### config.mk
export PLATFORM = sky130hd
export DESIGN_NAME = sfpa_front
export DESIGN_NICKNAME = d
export VERILOG_FILES = /design/src/hw/rtl/sfpa_pkg.sv /design/src/hw/rtl/sfpa_front.sv
export SDC_FILE = /design/constraint.sdc
export NUM_CORES = 2
export LEC_CHECK = 0
export BUFFER_PORTS_ARGS = -buffer_cell sky130_fd_sc_hd__buf_2
export CORE_MARGIN = 8
export CORE_UTILIZATION = 60
export CTS_CLUSTER_DIAMETER = 200
export DETAILED_ROUTE_END_ITERATION = 7
export PLACE_DENSITY_LB_ADDON = 0.15
export REMOVE_ABC_BUFFERS = 1
export SETUP_SLACK_MARGIN = 0.2
export SLEW_MARGIN = 20
export SYNTH_ARGS = -nofsm -noshare
export SYNTH_HDL_FRONTEND = slang
export SYNTH_SLANG_ARGS = --single-unit
### constraint.sdc
create_clock -name clk -period 10.5 [get_ports clk]
set_input_delay 1.05 -clock clk [delete_from_list [all_inputs] [get_ports clk]]
set_output_delay 1.05 -clock clk [all_outputs]
set_load 0.01 [all_outputs]
### src/hw/rtl/sfpa_pkg.sv
// ----------------------------------------------------------------------------
// sfpa_pkg
// Shared widths, mode codes, pipeline word types and saturation helper.
// ----------------------------------------------------------------------------
`default_nettype none

package sfpa_pkg;

	localparam int unsigned DataW   = 16;
	localparam int unsigned FracW   = 6;
	localparam int unsigned MaxDig  = 4;
	localparam int unsigned DivW    = 32;

	localparam logic signed [DataW-1:0] SatMax = 16'sh7FFF;
	localparam logic signed [DataW-1:0] SatMin = 16'sh8000;

	typedef enum logic [3:0] {
		MODE_ADD      = 4'd0,
		MODE_SUB      = 4'd1,
		MODE_MUL      = 4'd2,
		MODE_DIV      = 4'd3,
		MODE_MULDIV   = 4'd4,
		MODE_NEG      = 4'd5,
		MODE_ABS      = 4'd6,
		MODE_CLAMP    = 4'd7,
		MODE_ADDLIM   = 4'd8,
		MODE_TOINT    = 4'd9,
		MODE_INTPART  = 4'd10,
		MODE_DECFRACT = 4'd11
	} sfpa_mode_t;

	// control carried alongside the division through the cell row
	typedef struct packed {
		logic               vld;
		logic               use_div;
		logic               q_neg;
		logic signed [32:0] r;
	} sfpa_side_t;

	// word moved from one division cell to the next
	typedef struct packed {
		sfpa_side_t        side;
		logic [DataW-1:0]  rem;
		logic [DivW-1:0]   num;
		logic [DivW-1:0]   quo;
		logic [DataW-1:0]  den;
	} sfpa_div_t;

	// saturate a wide signed value to the result range
	function automatic logic signed [DataW-1:0] sat16(input logic signed [33:0] v);
		logic signed [DataW-1:0] res;
		if (v >= 34'(SatMax))
			res = SatMax;
		else if (v <= 34'(SatMin))
			res = SatMin;
		else
			res = v[DataW-1:0];
		return res;
	endfunction

endpackage

`default_nettype wire

### src/hw/rtl/sfpa_front.sv
// ----------------------------------------------------------------------------
// sfpa_front
// Operand register, product register and per-mode result / divider setup.
// ----------------------------------------------------------------------------
`default_nettype none

module sfpa_front
	import sfpa_pkg::*;
(
	input  wire logic                    clk,
	input  wire logic                    arst_n,
	input  wire logic                    en,
	input  wire logic                    in_vld,
	input  wire logic [3:0]              mode,
	input  wire logic signed [15:0]      operand_a,
	input  wire logic signed [15:0]      operand_b,
	input  wire logic signed [15:0]      operand_c,
	input  wire logic signed [15:0]      low_limit,
	input  wire logic signed [15:0]      high_limit,
	input  wire logic [2:0]              digit_count,
	output sfpa_div_t                    div_s2
);

	logic               vld_s1;
	logic [3:0]         mode_s1;
	logic signed [15:0] a_s1, b_s1, c_s1, lo_s1, hi_s1;
	logic [2:0]         dig_s1;
	logic signed [31:0] prod_s1;

	// stage 1: operands and product
	always_ff @(posedge clk or negedge arst_n) begin
		if (!arst_n) begin
			vld_s1 <= 1'b0;
		end else if (en) begin
			vld_s1 <= in_vld;
		end
	end

	always_ff @(posedge clk) begin
		if (en) begin
			mode_s1 <= mode;
			a_s1    <= operand_a;
			b_s1    <= operand_b;
			c_s1    <= operand_c;
			lo_s1   <= low_limit;
			hi_s1   <= high_limit;
			dig_s1  <= digit_count;
			prod_s1 <= operand_a * operand_b;
		end
	end

	logic signed [16:0] sum_ab, dif_ab, neg_a, abs_a;
	logic signed [15:0] sum_sat, clamp_a, clamp_s;
	logic signed [32:0] prod_rnd;
	logic signed [26:0] mul_q;
	logic signed [26:0] dvd;
	logic signed [15:0] dvs;
	logic signed [32:0] t_sh;
	logic signed [16:0] dvs_adj;
	logic signed [16:0] half;
	logic signed [33:0] t_adj;
	logic signed [33:0] t_mag;
	logic signed [16:0] toint_r, intp_r;
	logic [15:0]        dec_m;
	logic [13:0]        scale;
	logic [2:0]         dig_lim;
	logic [20:0]        dec_prod;
	logic signed [32:0] r_sel;
	logic               use_div;
	sfpa_div_t          nxt;

	// add, subtract, negate, absolute value
	assign sum_ab = {a_s1[15], a_s1} + {b_s1[15], b_s1};
	assign dif_ab = {a_s1[15], a_s1} - {b_s1[15], b_s1};
	assign neg_a  = -{a_s1[15], a_s1};
	assign abs_a  = a_s1[15] ? neg_a : {a_s1[15], a_s1};
	assign sum_sat = sat16(34'(sum_ab));

	// clamp with high limit winning on crossed limits
	always_comb begin
		clamp_a = (a_s1 < lo_s1) ? lo_s1 : a_s1;
		clamp_a = (clamp_a > hi_s1) ? hi_s1 : clamp_a;
		clamp_s = (sum_sat < lo_s1) ? lo_s1 : sum_sat;
		clamp_s = (clamp_s > hi_s1) ? hi_s1 : clamp_s;
	end

	// multiply with round half up
	assign prod_rnd = {prod_s1[31], prod_s1} + 33'sd32;
	assign mul_q    = prod_rnd[32:FracW];

	// divider setup: scaled dividend, rounding bias toward away from zero
	assign dvd     = (mode_s1 == MODE_MULDIV) ? mul_q : 27'(a_s1);
	assign dvs     = (mode_s1 == MODE_MULDIV) ? c_s1 : b_s1;
	assign t_sh    = {dvd, {FracW{1'b0}}};
	assign dvs_adj = {dvs[15], dvs} + {16'd0, dvs[15]};
	assign half    = dvs_adj >>> 1;
	assign t_adj   = (t_sh[32] == dvs[15]) ? ({t_sh[32], t_sh} + 34'(half))
	                                       : ({t_sh[32], t_sh} - 34'(half));
	assign t_mag   = t_adj[33] ? -t_adj : t_adj;

	// integer conversions
	assign toint_r = a_s1[15] ? -((neg_a + 17'sd32) >>> FracW)
	                          : (({a_s1[15], a_s1} + 17'sd32) >>> FracW);
	assign intp_r  = a_s1[15] ? -(neg_a >>> FracW) : ({a_s1[15], a_s1} >>> FracW);

	// decimal fraction digits
	assign dec_m   = (a_s1 == SatMin) ? 16'(SatMax) : abs_a[15:0];
	assign dig_lim = (dig_s1 > 3'(MaxDig)) ? 3'(MaxDig) : dig_s1;
	always_comb begin
		case (dig_lim)
			3'd0:    scale = 14'd1;
			3'd1:    scale = 14'd10;
			3'd2:    scale = 14'd100;
			3'd3:    scale = 14'd1000;
			default: scale = 14'd10000;
		endcase
	end
	assign dec_prod = 21'(dec_m[FracW-1:0] * scale) + 21'd32;

	// mode select
	always_comb begin
		use_div = 1'b0;
		case (mode_s1)
			MODE_ADD:      r_sel = 33'(sum_ab);
			MODE_SUB:      r_sel = 33'(dif_ab);
			MODE_MUL:      r_sel = 33'(mul_q);
			MODE_DIV, MODE_MULDIV: begin
				if (dvs == 16'sd0) begin
					r_sel = dvd[26] ? 33'(SatMin) : 33'(SatMax);
				end else begin
					r_sel   = 33'sd0;
					use_div = 1'b1;
				end
			end
			MODE_NEG:      r_sel = 33'(neg_a);
			MODE_ABS:      r_sel = 33'(abs_a);
			MODE_CLAMP:    r_sel = 33'(clamp_a);
			MODE_ADDLIM:   r_sel = 33'(clamp_s);
			MODE_TOINT:    r_sel = 33'(toint_r);
			MODE_INTPART:  r_sel = 33'(intp_r);
			MODE_DECFRACT: r_sel = {18'd0, dec_prod[20:FracW]};
			default:       r_sel = 33'sd0;
		endcase
	end

	always_comb begin
		nxt.side.vld     = vld_s1;
		nxt.side.use_div = use_div;
		nxt.side.q_neg   = t_adj[33] ^ dvs[15];
		nxt.side.r       = r_sel;
		nxt.rem          = '0;
		nxt.num          = t_mag[DivW-1:0];
		nxt.quo          = '0;
		nxt.den          = dvs[15] ? 16'(-dvs) : 16'(dvs);
	end

	// stage 2 register
	always_ff @(posedge clk or negedge arst_n) begin
		if (!arst_n) begin
			div_s2 <= '0;
		end else if (en) begin
			div_s2 <= nxt;
		end
	end

endmodule

`default_nettype wire

==> results.txt <==
The area of the core region is 50900 µm². The critical path starts at a_s1[4]. For the pin with the worst max-slew slack, the measured transition is 1.26 ns. The multiplexer area fraction after synthesis came out at 2.90%. After synthesis, the largest family of logic cells by area is adder cells.

The post-CTS clock slew at the launch and capture registers of the worst setup and hold paths came out at 0.09 ns. The leakage component of the power came out at 14.9 nW. The floorplan step set the die width to 242 µm.

The total count of hold-check failures in the final report is 0. Setup total negative slack on the finished layout was measured at 0 ns. The slowest stage of the critical path belongs to the cell sky130_fd_sc_hd__a21oi_1. The number of synthesis warnings came out at 0. Entering global routing, the biggest net connects 79 pins. The clock tree from TritonCTS is done. After detailed routing, the number of vias per cell comes to 6.38.

The worst path buffer plus inverter count is 3. The max-capacitance violation count is 0. The effective utilization at floorplan is 60.2%. The setup slack of the most critical reg-to-reg path is 0.93 ns. The share of the cycle needed by the critical path after routing came out at 91.1%. The post-detailed-route DRC marker count came out at 0. The buffer cell driving the clock tree root is sky130_fd_sc_hd__clkbuf_16.

The first-pass GRT wire length came out at 163000 µm. The library cells used most frequently in the layout, excluding fill and tap cells, are sky130_fd_sc_hd__inv_1 (428), sky130_fd_sc_hd__nand2_1 (330), sky130_fd_sc_hd__fa_1 (302), sky130_fd_sc_hd__ha_1 (279), sky130_fd_sc_hd__nor2_1 (234). The endpoint identified for the worst register-to-register timing path is div_s2[111]. The peak supply drop came out at 0.451 mV. During I/O placement, the number of pins put on the boundary was 223. The quantity of gates resized following cts came out at 0. The flow ran to the end, and the final reports show no timing, DRC or antenna violations.

The number of levels the H-tree was split into is 4. The number of antenna violations at the first check in global routing is 3. The floorplan row count came out at 83. The sequential share of the synthesized area is 17.6%. In the global route stage, overall resource usage came out at 35.3%. The kind of cell adding the most delay to the critical path is compound AO/OA/AOI/OAI gates. The final number of max-transition violations is 0.

In this run the vertical extent of the chip is 242 µm. The number of buffers on the longest clock path is 2. Buffers inserted to repair hold after CTS numbered 0. The number of buffers added for setup after CTS came out at 0. The number of library cell types mapped by synthesis came out at 87. The synthesized area divided by synthesized cell count came out at 8.62 µm². The total number of vias is 27500.

STA puts the critical path data required time at 10.82 ns. For this run, the leading register cell type out of synthesis is sky130_fd_sc_hd__edfxtp_1. Of all flip-flops after synthesis, the portion carrying an async set or reset was 40.9%. The parity-gate share of the synthesized area counting xor and xnor cells came out at 6.15%. Synthesis produced a netlist whose cell count is 3553. TritonCTS created 17 clock buffers. The number of input and output port buffers inserted is 174. The synthesized netlist devotes 15.8% of its cell area to compound gates. The via count of the first global-routing pass is 28200.

The number of nets with antenna violations after detailed routing came out at 0. The final critical path time including I/O delays and setup came out at 9.57 ns. The worst setup path is captured at a flop. The final clock skew came out at 0.0185 ns. The power per cell area is 284 nW/µm². At the later pin of the worst-skew pair, clock insertion delay measures 0.49 ns. In this run, synthesis produced a sequential element count of 193. Of the total synthesized cell area, the portion taken by AND, OR, NAND and NOR gates is 17.7%. The element type at the critical path start is a flop. The routability congestion estimate from global placement is 1.12. The post-detailed-placement half-perimeter wirelength came out at 85400 µm. The final worst setup slack is 0.933 ns. The adder and majority gate portion of the synthesized area is 31.3%.

Setup repair after global routing left no endpoint under its margin. The routed wire length came out at 105000 µm. The path class of the lowest-slack min-delay path is in2async. Setup violations remaining at the end of the flow were counted as 0.

Derived from the worst setup path, the maximum achievable clock frequency is 0.105 GHz. The synthesized design contains 114 enable-type register cells. The post-place setup slack came out at 1.27 ns.

The area enclosed by the die boundary is 58500 µm². Cells with a size suffix above 1 make up 9.41% of the layout. The path type of the worst setup path is reg2reg. The count of clock tree sinks is 193. The iteration-0 DRC count of the detailed router is 2801. The final worst hold slack came out at 0.462 ns. The arrival time reported for the critical path endpoint came out at 9.88 ns. The post-detailed-route wirelength per cell came out at 24.4 µm.

Along the worst path, the maximum fanout reaches 14. The startpoint of the worst-slack reg-to-reg timing path is a_s1[4]. The stage delay of the slowest cell on the critical path is 0.81 ns. The worst reg2reg path depth is 36. The netlist area before placement is 30600 µm².

The most common library cell in the layout ignoring fill and taps is sky130_fd_sc_hd__inv_1. The total congestion overflow is 0. The post-synthesis to final-layout area growth came out at 6.15%.

The final net count came out at 4292. The number of detailed-routing iterations run before antenna repair came out at 6. Measured against its own limit, the worst slew margin works out to 15.9%.
## how the worst max path moves through the flow
| stage | end | slack, ns | cells past startpoint |
|---|---|---|---|
| 2_1_floorplan | div_s2[76] | 1.07 | 21 |
| 3_3_place_gp | div_s2[111] | 1.59 | 36 |
| 4_1_cts | div_s2[111] | 1.22 | 37 |
| 3_5_place_dp | div_s2[111] | 1.27 | 37 |
| 5_1_grt | div_s2[111] | 0.29 | 37 |
| 6_report | div_s2[111] | 0.93 | 36 |
## registers in the layout, summed over array words and instances, names as in the netlist
register and count:
div_s2 78, prod_s1 27, a_s1 16, b_s1 16, c_s1 16, hi_s1 16, lo_s1 16, mode_s1 4
dig_s1 3, vld_s1 1
## cells in the mapped netlist, drive strengths merged, types with 7 or more instances
cell / number / share of area, %
a2111oi: 15 / 0.43
a211o: 8 / 0.23
a211oi: 23 / 0.56
a21boi: 8 / 0.20
a21o: 45 / 1.1
a21oi: 217 / 3.5
a221oi: 22 / 0.63
a311oi: 8 / 0.23
a31oi: 23 / 0.47
a41oi: 7 / 0.20
and2: 119 / 2.4
and3: 28 / 0.57
and4: 7 / 0.20
buf: 74 / 1.6
clkbuf: 139 / 1.7
dfrtp: 79 / 6.5
edfxtp: 114 / 11
fa: 302 / 20
ha: 279 / 11
inv: 428 / 5.2
mux2: 55 / 2.0
mux2i: 26 / 0.85
nand2: 331 / 4.1
nand2b: 43 / 0.88
nand3: 88 / 1.4
nand4: 47 / 0.96
nor2: 235 / 2.9
nor2b: 36 / 0.74
nor3: 60 / 0.98
nor3b: 8 / 0.20
nor4: 34 / 0.78
o2111ai: 8 / 0.23
o211a: 7 / 0.23
o211ai: 42 / 1.0
o21a: 33 / 0.81
o21ai: 130 / 2.1
o21bai: 9 / 0.22
o221ai: 18 / 0.51
o22ai: 17 / 0.35
o31ai: 23 / 0.56
or2: 18 / 0.37
or3: 24 / 0.49
or4: 8 / 0.20
xnor2: 148 / 4.2
xor2: 67 / 1.9
## routing by layer
| layer | global-route usage (%) | vias to the layer above | part of all wire, % |
|---|---|---|---|
| met5 | 0 | - | 0.025 |
| met4 | 14.7 | 4 | 4.3 |
| met3 | 7.73 | 312 | 9.5 |
| met2 | 57.6 | 1444 | 47 |
| met1 | 45.2 | 13600 | 39 |
| li1 | - | 12200 | - |
## logic make-up (layout without fill, tap and decap cells)
logic type      after synthesis  in the layout
xor+xnor                    215            215
buf+inv                     643            676
compound gates              734            734
other cells                   1             49
mux                          81             81
flops                       193            193
simple gates               1101           1101
fa+ha+maj                   585            585
## cell type report
type	count	area [µm²]
timing repair buffer	214	1180
clock buffer	17	425
tap	680	851
antenna	1	2.50
multi-input combinational	2764	22800
sequential	193	5400
inverter	430	1610
clock inverter	15	224
fill	4361	18400
## where the power goes
part           total (mW)  switching, mW  leakage (nW)  internal (mW)
registers            1.47          0.179          2.08           1.29
clock network       0.725          0.371         0.310          0.354
logic                7.02           4.04          12.5           2.98
## through the flow
stage / cell area [µm²] / util [%] / power, mW / std cells
2_1_floorplan: 29800 / - / 6.49 / 3387
3_3_place_gp: 31900 / 62.6 / 8.08 / 4281
3_5_place_dp: 31900 / 62.6 / 8.39 / 4281
4_1_cts: 32500 / 63.9 / 9.16 / 4313
5_1_grt: 32500 / 63.9 / 10.0 / 4313
6_report: 32500 / 63.9 / 9.22 / 4314
No activity file was read; power rests on OpenSTA's default activity.
