## src/hw/rtl/sfpa_pkg.sv

```systemverilog
// ----------------------------------------------------------------------------
// sfpa_pkg
// Shared widths, mode codes, pipeline word types and saturation helper.
// ----------------------------------------------------------------------------
`default_nettype none

package sfpa_pkg;

	localparam int unsigned DataW   = 16;
	localparam int unsigned FracW   = 6;
	localparam int unsigned MaxDig  = 4;
	localparam int unsigned DivW    = 32;

	localparam logic signed [DataW-1:0] SatMax = 16'sh7FFF;
	localparam logic signed [DataW-1:0] SatMin = 16'sh8000;

	typedef enum logic [3:0] {
		MODE_ADD      = 4'd0,
		MODE_SUB      = 4'd1,
		MODE_MUL      = 4'd2,
		MODE_DIV      = 4'd3,
		MODE_MULDIV   = 4'd4,
		MODE_NEG      = 4'd5,
		MODE_ABS      = 4'd6,
		MODE_CLAMP    = 4'd7,
		MODE_ADDLIM   = 4'd8,
		MODE_TOINT    = 4'd9,
		MODE_INTPART  = 4'd10,
		MODE_DECFRACT = 4'd11
	} sfpa_mode_t;

	// control carried alongside the division through the cell row
	typedef struct packed {
		logic               vld;
		logic               use_div;
		logic               q_neg;
		logic signed [32:0] r;
	} sfpa_side_t;

	// word moved from one division cell to the next
	typedef struct packed {
		sfpa_side_t        side;
		logic [DataW-1:0]  rem;
		logic [DivW-1:0]   num;
		logic [DivW-1:0]   quo;
		logic [DataW-1:0]  den;
	} sfpa_div_t;

	// saturate a wide signed value to the result range
	function automatic logic signed [DataW-1:0] sat16(input logic signed [33:0] v);
		logic signed [DataW-1:0] res;
		if (v >= 34'(SatMax))
			res = SatMax;
		else if (v <= 34'(SatMin))
			res = SatMin;
		else
			res = v[DataW-1:0];
		return res;
	endfunction

endpackage

`default_nettype wire

```

## src/hw/rtl/sfpa_div_cell.sv

```systemverilog
// ----------------------------------------------------------------------------
// sfpa_div_cell
// One restoring-division step: one quotient bit per cell, registered.
// ----------------------------------------------------------------------------
`default_nettype none

module sfpa_div_cell
	import sfpa_pkg::*;
(
	input  wire logic      clk,
	input  wire logic      arst_n,
	input  wire logic      en,
	input  wire sfpa_div_t d_in,
	output sfpa_div_t      d_q
);

	logic [DataW:0] trial;
	logic           fits;
	sfpa_div_t      nxt;

	// shift in next dividend bit and try to subtract the divisor
	assign trial = {d_in.rem, d_in.num[DivW-1]};
	assign fits  = trial >= {1'b0, d_in.den};

	always_comb begin
		nxt      = d_in;
		nxt.rem  = fits ? 16'(trial - {1'b0, d_in.den}) : trial[DataW-1:0];
		nxt.num  = {d_in.num[DivW-2:0], 1'b0};
		nxt.quo  = {d_in.quo[DivW-2:0], fits};
	end

	always_ff @(posedge clk or negedge arst_n) begin
		if (!arst_n) begin
			d_q <= '0;
		end else if (en) begin
			d_q <= nxt;
		end
	end

endmodule

`default_nettype wire

```

## config.mk

```make
export PLATFORM = sky130hd
export DESIGN_NAME = sfpa_div_cell
export DESIGN_NICKNAME = d
export VERILOG_FILES = /design/src/hw/rtl/sfpa_pkg.sv /design/src/hw/rtl/sfpa_div_cell.sv
export SDC_FILE = /design/constraint.sdc
export NUM_CORES = 1
export LEC_CHECK = 0
export ABC_AREA = 1
export ABC_CLOCK_PERIOD_IN_PS = 800
export BUFFER_PORTS_ARGS = -buffer_cell sky130_fd_sc_hd__buf_2
export CELL_PAD_IN_SITES_DETAIL_PLACEMENT = 1
export CELL_PAD_IN_SITES_GLOBAL_PLACEMENT = 1
export CORE_MARGIN = 2
export CORE_UTILIZATION = 30
export CTS_CLUSTER_SIZE = 10
export DETAILED_ROUTE_END_ITERATION = 16
export GPL_TIMING_DRIVEN = 1
export PLACE_DENSITY_LB_ADDON = 0.1
export SLEW_MARGIN = 5
export SYNTH_ARGS = -nofsm -noshare
export SYNTH_HDL_FRONTEND = slang
export SYNTH_SLANG_ARGS = --single-unit
```

## constraint.sdc

```tcl
create_clock -name clk -period 0.8 [get_ports clk]
set_input_delay 0.04 -clock clk [delete_from_list [all_inputs] [get_ports clk]]
set_output_delay 0.04 -clock clk [all_outputs]
set_load 0.05 [all_outputs]
```

==> impl_metrics.toml, run 1 <==
[status]
status = "complete, but fails checks"
violations = "setup timing"

[synthesis]
synth_top_area_share_pct = 51.7
muxShareOfSynthArea_pct = 0
synth_largest_area_cell = "dfrtp_1"
synthAdderAreaFrac_pct = 3.47
syn_inst = 799
synth-compound-area-share_pct = 2.17
syn_area_sq_um = 6340
synth.distinct_cells = 35
synth_xor_area_share_pct = 0.829
synth_edf_count = 0
synth-simple-area-share_pct = 35.4
synthesis.nets = 951
synth-seq-cells = 131
synthArstFlopShare_pct = 100
yosys-top-cells-area = "dfrtp_1, nand2_1, ha_1"
ys_seq_area_share_pct = 51.7
avgSynthCellArea_sq_um = 7.94
yosys_warnings = 0
synth_top_family_by_area = "simple AND/OR/NAND/NOR gates"
synth_ff_type = "dfrtp_1"

[final_layout]
layout_common_cells = "nand2_1, buf_6, buf_4"
fin_area_sq_um = 12400
n_antenna_cell = 0
drive_gt1_share_pct = 50.9
largestRegisters = "d_q x131"
syn_to_final_growth_pct = 96.1
fin_nets = 1450
multiInputGateArea_sq_um = 3180
largest_reg_flops = 131
largest_register = "d_q"
final-seq-area_sq_um = 3410
final_common_cell = "nand2_1"
fill_cells = 2384

[die]
core-area_sq_um = 20900
rows = 53
die_w_um = 149
ioPinCount = 267
die_area_sq_um = 22300
chipHeight_um = 149
start_util_pct = 30.4

[route]
drc_errors = 0
wire_per_inst_um = 17.2
vias = 7159
antenna_left = 0
dr.pass1.iters = 4
wl_um = 27200
via_per_inst = 4.51
drt-initial-drc-count = 246

[sta]
hold_viol_final = 0
rsz0062_at_grt = "yes"
slew_viol_final = 0
finalCritPeriodShare_pct = 149
finalSetupViolCount = 154
fin_skew_ns = 0
max_freq_mhz = 840
min_period_ns = 1.19
setup_ws_ns = -0.390

[power]
fin_total_pwr_w = 0.0243
internal_power_w = 0.0155
power.density_nw_per_um2 = 1960
max-vdd-ir-drop_mv = 1.23
p_comb_share_pct = 35.4
clkPwrFrac_pct = 32.0
cellLeakagePower_nw = 6.39
switching_share_pct = 36.1
power_switching_w = 0.00880
seq_power_share_pct = 32.5

[run]
max-cap-violations = 0

[global_route]
grt_usage_pct = 23.2
grt_pass1_wl_um = 39900
grt_max_degree = 40
gr-total-overflow = 0
first_global_vias = 7581
antenna_found_initial = 0

[setup_path]
worst_setup_path_end_kind = "register"
cp_data_required_time_ns = 1.15
setup.worst_path.start_class = "input pin"
critPathArrivalTime_ns = 1.54
path_max_fanout = 5
criticalPathCategory = "input pin to register"

[clock_tree]
path_clk_slew_ns = 0.06
clockBufferDepth = 2
clock_sinks = 131
clk_latency_ns = 0.42
cts_root_buffer = "clkbuf_16"
h-tree-depth = 4
numCtsBuffers = 17
cts_tree = "yes"

[hold_path]
worstHoldPathType = "input pin to async pin"

[place]
place_area_sq_um = 8950
hpwl_um = 16900
io_buffers = 264
gp_congestion = 0.809
==> metrics by stage <==
stage / setup WS [ns] / hold WS [ns] / TNS [ns] / utilization, % / cells
detailed placement: -0.866 / -0.0809 / -14.12 / 42.8 / 1386
global placement: -0.826 / -0.0776 / -13.70 / 42.8 / 1386
CTS: -0.307 / 0.000504 / -37.36 / 56.9 / 1551
global route: -0.452 / 0.0388 / -41.35 / 59.5 / 1586
floorplan: -0.600 / -0.256 / -10.03 / - / 799
finish: -0.390 / 0.0349 / -35.76 / 59.5 / 1586
==> worst paths after layout <==
kind	start	endpoint	slack, ns	cells past startpoint
worst max-delay path	d_in[8]	d_q[91]	-0.39	12
worst min-delay path	arst_n	d_q[110]	0.03	2
worst max register to register	d_q[64]	d_q[64]	-0.08	3
worst min register to register	d_q[40]	d_q[40]	0.49	2
max in group asynchronous	arst_n	d_q[116]	0.26	3
min in group clk	d_in[15]	d_q[15]	0.04	4
==> per-layer routing <==
metal,part of all wire [%],global-route usage [%],vias up
met5,0,0,-
met4,2.9,8.86,0
met3,3.9,4.10,53
met2,52,41.3,195
met1,41,27.8,3469
li1,-,-,3442
==> synthesized netlist by cell type, types with 2 or more instances <==
library cell,count
nand4_1,5
xnor2_1,5
nand3_1,18
nand2_4,2
nand3_2,10
clkbuf_1,18
a21oi_1,8
nor2_1,12
nand2_2,15
o21ai_0,15
inv_1,51
and2_1,2
buf_4,2
nand3b_1,16
buf_1,4
nand2_1,438
buf_2,4
buf_6,3
inv_2,7
dfrtp_1,131
ha_1,16
nor2_2,4
==> final cells by class <==
cell class	count	share of cell area [%]
Multi-Input combinational cell	578	25.6
Sequential cell	131	27.4
Tap cell	275	2.77
Clock buffer	19	3.64
Inverter	58	2.11
Clock inverter	13	1.13
Timing Repair Buffer	512	37.4
==> critical path, cell delays in order <==
cell and delay (ns):
buf_6 0.08, inv_4 0.04, ha_4 0.29, nand2_4 0.07, nor2_4 0.15, nand3_2 0.13
nand3_4 0.12, nand3_4 0.17, buf_6 0.18, nand3b_1 0.10, nand3_2 0.09, nand2_1 0.08
==> power groups by stage <==
stage | registers, W | logic [W] | clock network, W
finish | 0.00792 | 0.00863 | 0.00780
floorplan | 0.0102 | 0.00181 | 0
global placement | 0.00781 | 0.00638 | 0
global route | 0.00799 | 0.00914 | 0.00826
detailed placement | 0.00783 | 0.00643 | 0
CTS | 0.00788 | 0.00804 | 0.00800
==> logic make-up (layout without fill, tap and decap cells) <==
family	Yosys count	count (layout)
AOI/OAI and AO/OA	26	26
xor gates and xnor gates	6	6
adders and majority gates	17	17
buffers and inverters	91	602
DFF	131	131
other	1	1
and+or+nand+nor	527	528
==> what timing repair did <==
| item | CTS | global route |
|---|---|---|
| hold endpoints to repair | 239 | 0 |
| hold buffers | 109 | 0 |
| pin swaps | 61 | 38 |
| endpoints found under the setup margin | 148 | 151 |
| resized for setup | 332 | 68 |
| gates cloned | 3 | 0 |
| buffers inserted | 21 | 37 |
Note: power is estimated with default switching activity, not from simulation.
==> run 2: changes to the inputs <==
- ABC_CLOCK_PERIOD_IN_PS: 800 -> 1000
- clock period: 0.8 -> 1 ns (I/O delays scaled with it)
==> impl_metrics.toml, run 2 (synthesis gave the netlist of run 1 again) <==
[global_route]
antenna_found_initial = 2
first_global_vias = 7713
gr-total-overflow = 0
grt_max_degree = 52
grt_usage_pct = 24.1
grt_pass1_wl_um = 41600

[sta]
hold_viol_final = 0
slew_viol_final = 0
finalSetupViolCount = 147
finalCritPeriodShare_pct = 121
max_freq_mhz = 826
fin_skew_ns = 0
min_period_ns = 1.21
rsz0062_at_grt = "yes"
setup_ws_ns = -0.210

[final_layout]
final_common_cell = "nand2_1"
final_cell_count_no_fill = 1612
fin_area_sq_um = 12300
final-seq-area_sq_um = 3280
largest_register = "d_q"
largestRegisters = "d_q x131"
largest_reg_flops = 131
fin_nets = 1475
drive_gt1_share_pct = 42.5
syn_to_final_growth_pct = 94.7
fill_cells = 2411
layout_common_cells = "nand2_1, buf_6, buf_4"
multiInputGateArea_sq_um = 3090

[power]
p_comb_share_pct = 35.4
internal_power_w = 0.0130
fin_total_pwr_w = 0.0199
power_switching_w = 0.00695
power.density_nw_per_um2 = 1610
switching_share_pct = 34.9
seq_power_share_pct = 31.5
max-vdd-ir-drop_mv = 1.05
cellLeakagePower_nw = 6.56
clkPwrFrac_pct = 33.1

[setup_path]
path_max_fanout = 8
critPathArrivalTime_ns = 1.51
rrSetupSlack_ns = 0.03
path_cells = "buf_8 > inv_12 > ha_4 > nand2_4 > nor2_1 > nand2_1 > nor2_4 > nand2_4 > nand2_4 > nor2_8 > buf_12 > nand2_8 > nand2_2 > nand3_2 > nand2_1"
crit_slowest_cell = "ha_4"
worst_setup_path_end_kind = "register"
reg2reg_from = "d_q[34]"
max_stage_delay_ns = 0.31
criticalPathCategory = "input pin to register"
path_common_cell = "nand2_4"
cp_data_required_time_ns = 1.30
startpoint = "d_in[2]"
setup.worst_path.start_class = "input pin"

[clock_tree]
clk_latency_ns = 0.42
clock_sinks = 131
cts_tree = "yes"
path_clk_slew_ns = 0.06
clockBufferDepth = 2
cts_root_buffer = "clkbuf_16"
h-tree-depth = 4
numCtsBuffers = 17

[status]
violations = "setup timing"
status = "complete, but fails checks"

[place]
hpwl_um = 16800
io_buffers = 264
gp_congestion = 0.800
place_area_sq_um = 8660
dp_cells = 1370

[die]
die_area_sq_um = 22300
ioPinCount = 267
core-area_sq_um = 20900
chipHeight_um = 149
start_util_pct = 30.4
die_w_um = 149
rows = 53

[route]
wl_um = 29200
vias = 7330
dr.pass1.iters = 4
wire_per_inst_um = 18.1
drc_errors = 0
drt-initial-drc-count = 274
antenna_left = 0
via_per_inst = 4.55

[run]
max-cap-violations = 0

[hold_path]
worstHoldPathType = "input pin to register"
hp-start = "d_in[7]"
-- run 2: cell count changes in the layout (fill, tap and decap cells not counted), sizes merged --
cell and change:
buf +20, dlygate4sd3 +5, inv -5, bufinv +3, diode +3, clkbuf -2, clkinvlp +2
-- run 2: final cells by class --
type	instances	share of cell area, %
repair buffers	537	38.7
flip-flops and latches	131	26.5
multi-input cells	578	25.0
clock buffers	17	3.44
well taps	275	2.79
inverters	58	1.97
clock inverters	13	1.50
diodes	3	0.0608
-- run 2: power groups by stage --
| stage | registers (W) | clock network [W] | logic [W] |
|---|---|---|---|
| 2_1_floorplan | 0.00806 | 0 | 0.00144 |
| 3_3_place_gp | 0.00617 | 0 | 0.00505 |
| 3_5_place_dp | 0.00619 | 0 | 0.00508 |
| 4_1_cts | 0.00623 | 0.00671 | 0.00651 |
| 5_1_grt | 0.00630 | 0.00701 | 0.00746 |
| 6_report | 0.00627 | 0.00659 | 0.00706 |
-- run 2: worst paths after layout --
check                           to  cells after the start
min in group asynchronous  d_q[76]                      2
hold reg to reg            d_q[67]                      2
setup / recovery           d_q[82]                     15
setup reg to reg           d_q[34]                      4
hold / removal              d_q[7]                      4
max in group asynchronous  d_q[95]                      3
-- run 2: metal layers --
layer,vias to the layer above,wire [um],GRT usage (%)
met5,-,0,0
met4,0,1010,8.86
met1,3569,11200,27.3
li1,3481,-,-
met2,216,15800,44.6
met3,64,1210,4.59
-- run 2: stage by stage --
stage | worst slack, ns | util, % | hold WS [ns] | setup TNS [ns]
after floorplan | -0.410 | - | -0.246 | -6.32
after global placement | -0.632 | 41.5 | -0.0333 | -10.43
after detailed placement | -0.660 | 41.5 | -0.0312 | -10.76
after CTS | -0.140 | 56.4 | 0.00765 | -6.88
after global routing | -0.295 | 59.1 | 0.0114 | -11.45
final | -0.210 | 59.1 | 0.00203 | -6.02
-- run 2: what timing repair did --
action                                  CTS  global route
hold endpoints to repair                244             0
buffers inserted                         37            55
endpoints found under the setup margin  148           148
cloned                                    3             0
pin swaps                                40            35
hold buffers                            114             0
gates resized for setup                 317            37
-- run 2: worst max-delay path: cells and delay by family --
kind | cells | cell delay [ns]
fa+ha+maj | 1 | 0.31
buf+inv | 3 | 0.27
simple gates | 11 | 0.89
==> run 3: changes to the inputs <==
- PLACE_DENSITY: default -> 0.76
- PLACE_DENSITY_LB_ADDON: 0.1 -> default
==> impl_metrics.toml, run 3 (synthesis gave the netlist of run 1 again) <==
[setup_path]
critPathArrivalTime_ns = 1.59
criticalPathCategory = "input pin to register"
startpoint = "d_in[14]"
rrSetupSlack_ns = 0.07
reg2reg_to = "d_q[82]"
ff2ff_path_depth = 4
worst_setup_path_end_kind = "register"
cp_data_required_time_ns = 1.30
path_max_fanout = 8
reg2reg_from = "d_q[82]"
setup.worst_path.start_class = "input pin"

[clock_tree]
path_clk_slew_ns = 0.06
clk_latency_ns = 0.42
h-tree-depth = 4
clock_sinks = 131
cts_root_buffer = "clkbuf_16"
clockBufferDepth = 2
numCtsBuffers = 17
cts_tree = "yes"

[final_layout]
layout_common_cells = "nand2_1, buf_4, buf_6"
drive_gt1_share_pct = 44.3
final_common_cell = "nand2_1"
largestRegisters = "d_q x131"
largest_reg_flops = 131
largest_register = "d_q"
fin_area_sq_um = 12500
fin_nets = 1485
syn_to_final_growth_pct = 96.7

[hold_path]
worstHoldPathType = "input pin to register"
hold_depth = 4
hp-start = "d_in[6]"
worstHoldEndpoint = "d_q[6]"

[power]
max-vdd-ir-drop_mv = 1.06
power.density_nw_per_um2 = 1620
cellLeakagePower_nw = 6.62

[die]
chipHeight_um = 149
ioPinCount = 267
start_util_pct = 30.4
die_area_sq_um = 22300
core-area_sq_um = 20900
die_w_um = 149
rows = 53

[place]
io_buffers = 264
hpwl_um = 16800
place_area_sq_um = 8670
gp_congestion = 0.819

[route]
dr.pass1.iters = 4
drt-initial-drc-count = 445
vias = 7908
antenna_left = 0
wire_per_inst_um = 21.3
via_per_inst = 4.88
wl_um = 34600
drc_errors = 0

[global_route]
gr-total-overflow = 0
first_global_vias = 8236
grt_usage_pct = 26.6
antenna_found_initial = 1
grt_pass1_wl_um = 45200
grt_max_degree = 58

[sta]
setup_ws_ns = -0.286
setup_tns_ns = -8.01
max_freq_mhz = 778
finalCritPeriodShare_pct = 129
rsz0062_at_grt = "yes"
fin_hold_ws_ns = -0.00562
slew_viol_final = 0
fin_skew_ns = 0
min_period_ns = 1.29
finalSetupViolCount = 148
hold_viol_final = 1

[run]
max-cap-violations = 0

[status]
status = "complete, but fails checks"
violations = "hold timing, setup timing"
-- run 3: cell count changes in the layout (fill, tap and decap cells not counted), moves of 3 or more --
cell	before	now
buf_2	114	117
buf_4	143	154
buf_6	151	144
clkbuf_16	17	21
inv_6	2	5
nand2_1	413	401
nand2_2	29	45
nand2_4	12	9
nor2_2	3	7
-- run 3: metrics by stage --
stage                     util [%]  hold WS, ns  cells  total power (W)  worst slack (ns)
after floorplan                  -       -0.246    799          0.00950            -0.410
after global placement        41.5      -0.0296   1368           0.0112            -0.628
after detailed placement      41.5      -0.0287   1368           0.0113            -0.682
after CTS                     55.4      0.00500   1545           0.0192            -0.129
after global routing          59.7     0.000809   1622           0.0209            -0.325
final                         59.7     -0.00562   1622           0.0203            -0.286
-- run 3: final cells by class --
class                      instances  area [sq um]
fill                            2417          8410
timing repair buffer             547          4880
sequential                       131          3280
multi-input combinational        578          3120
clock buffer                      18           429
tap                              275           344
inverter                          58           245
clock inverter                    14           174
antenna                            1          2.50
-- run 3: worst max-delay path by stage --
stage	endpoint	slack [ns]	cells after the start
after detailed placement	d_q[91]	-0.68	14
after global placement	d_q[95]	-0.63	15
after global routing	d_q[94]	-0.32	14
after floorplan	d_q[84]	-0.41	15
after CTS	d_q[91]	-0.13	13
final	d_q[94]	-0.29	12
-- run 3: worst max-delay path: stages --
cell,delay (ns)
buf_2,0.10
inv_1,0.13
ha_4,0.25
nand2_2,0.13
nor2_4,0.06
nand2_2,0.09
nand2_4,0.07
nor2_8,0.21
clkbuf_16,0.22
nand3b_1,0.11
nand3_1,0.12
nand2_1,0.05
-- run 3: report_power, final --
group	switching, W	internal [W]	leakage, nW
sequential	0.000469	0.00583	1.59
combinational	0.00430	0.00305	4.74
clock	0.00266	0.00396	0.296
-- run 3: metal layers --
| metal | share of wire [%] | GRT usage [%] |
|---|---|---|
| met1 | 37 | 27.8 |
| met2 | 53 | 49.5 |
| met3 | 4.5 | 5.32 |
| met4 | 6.1 | 14.7 |
| met5 | 0 | 0 |
-- run 3: repair_timing --
action / in CTS / in global routing
pin swaps: 4 / 67
setup buffers: 31 / 71
hold buffers: 114 / 0
setup endpoints to repair: 148 / 148
gates resized for setup: 286 / 76
gates cloned: 0 / 5
hold endpoints to repair: 244 / 0
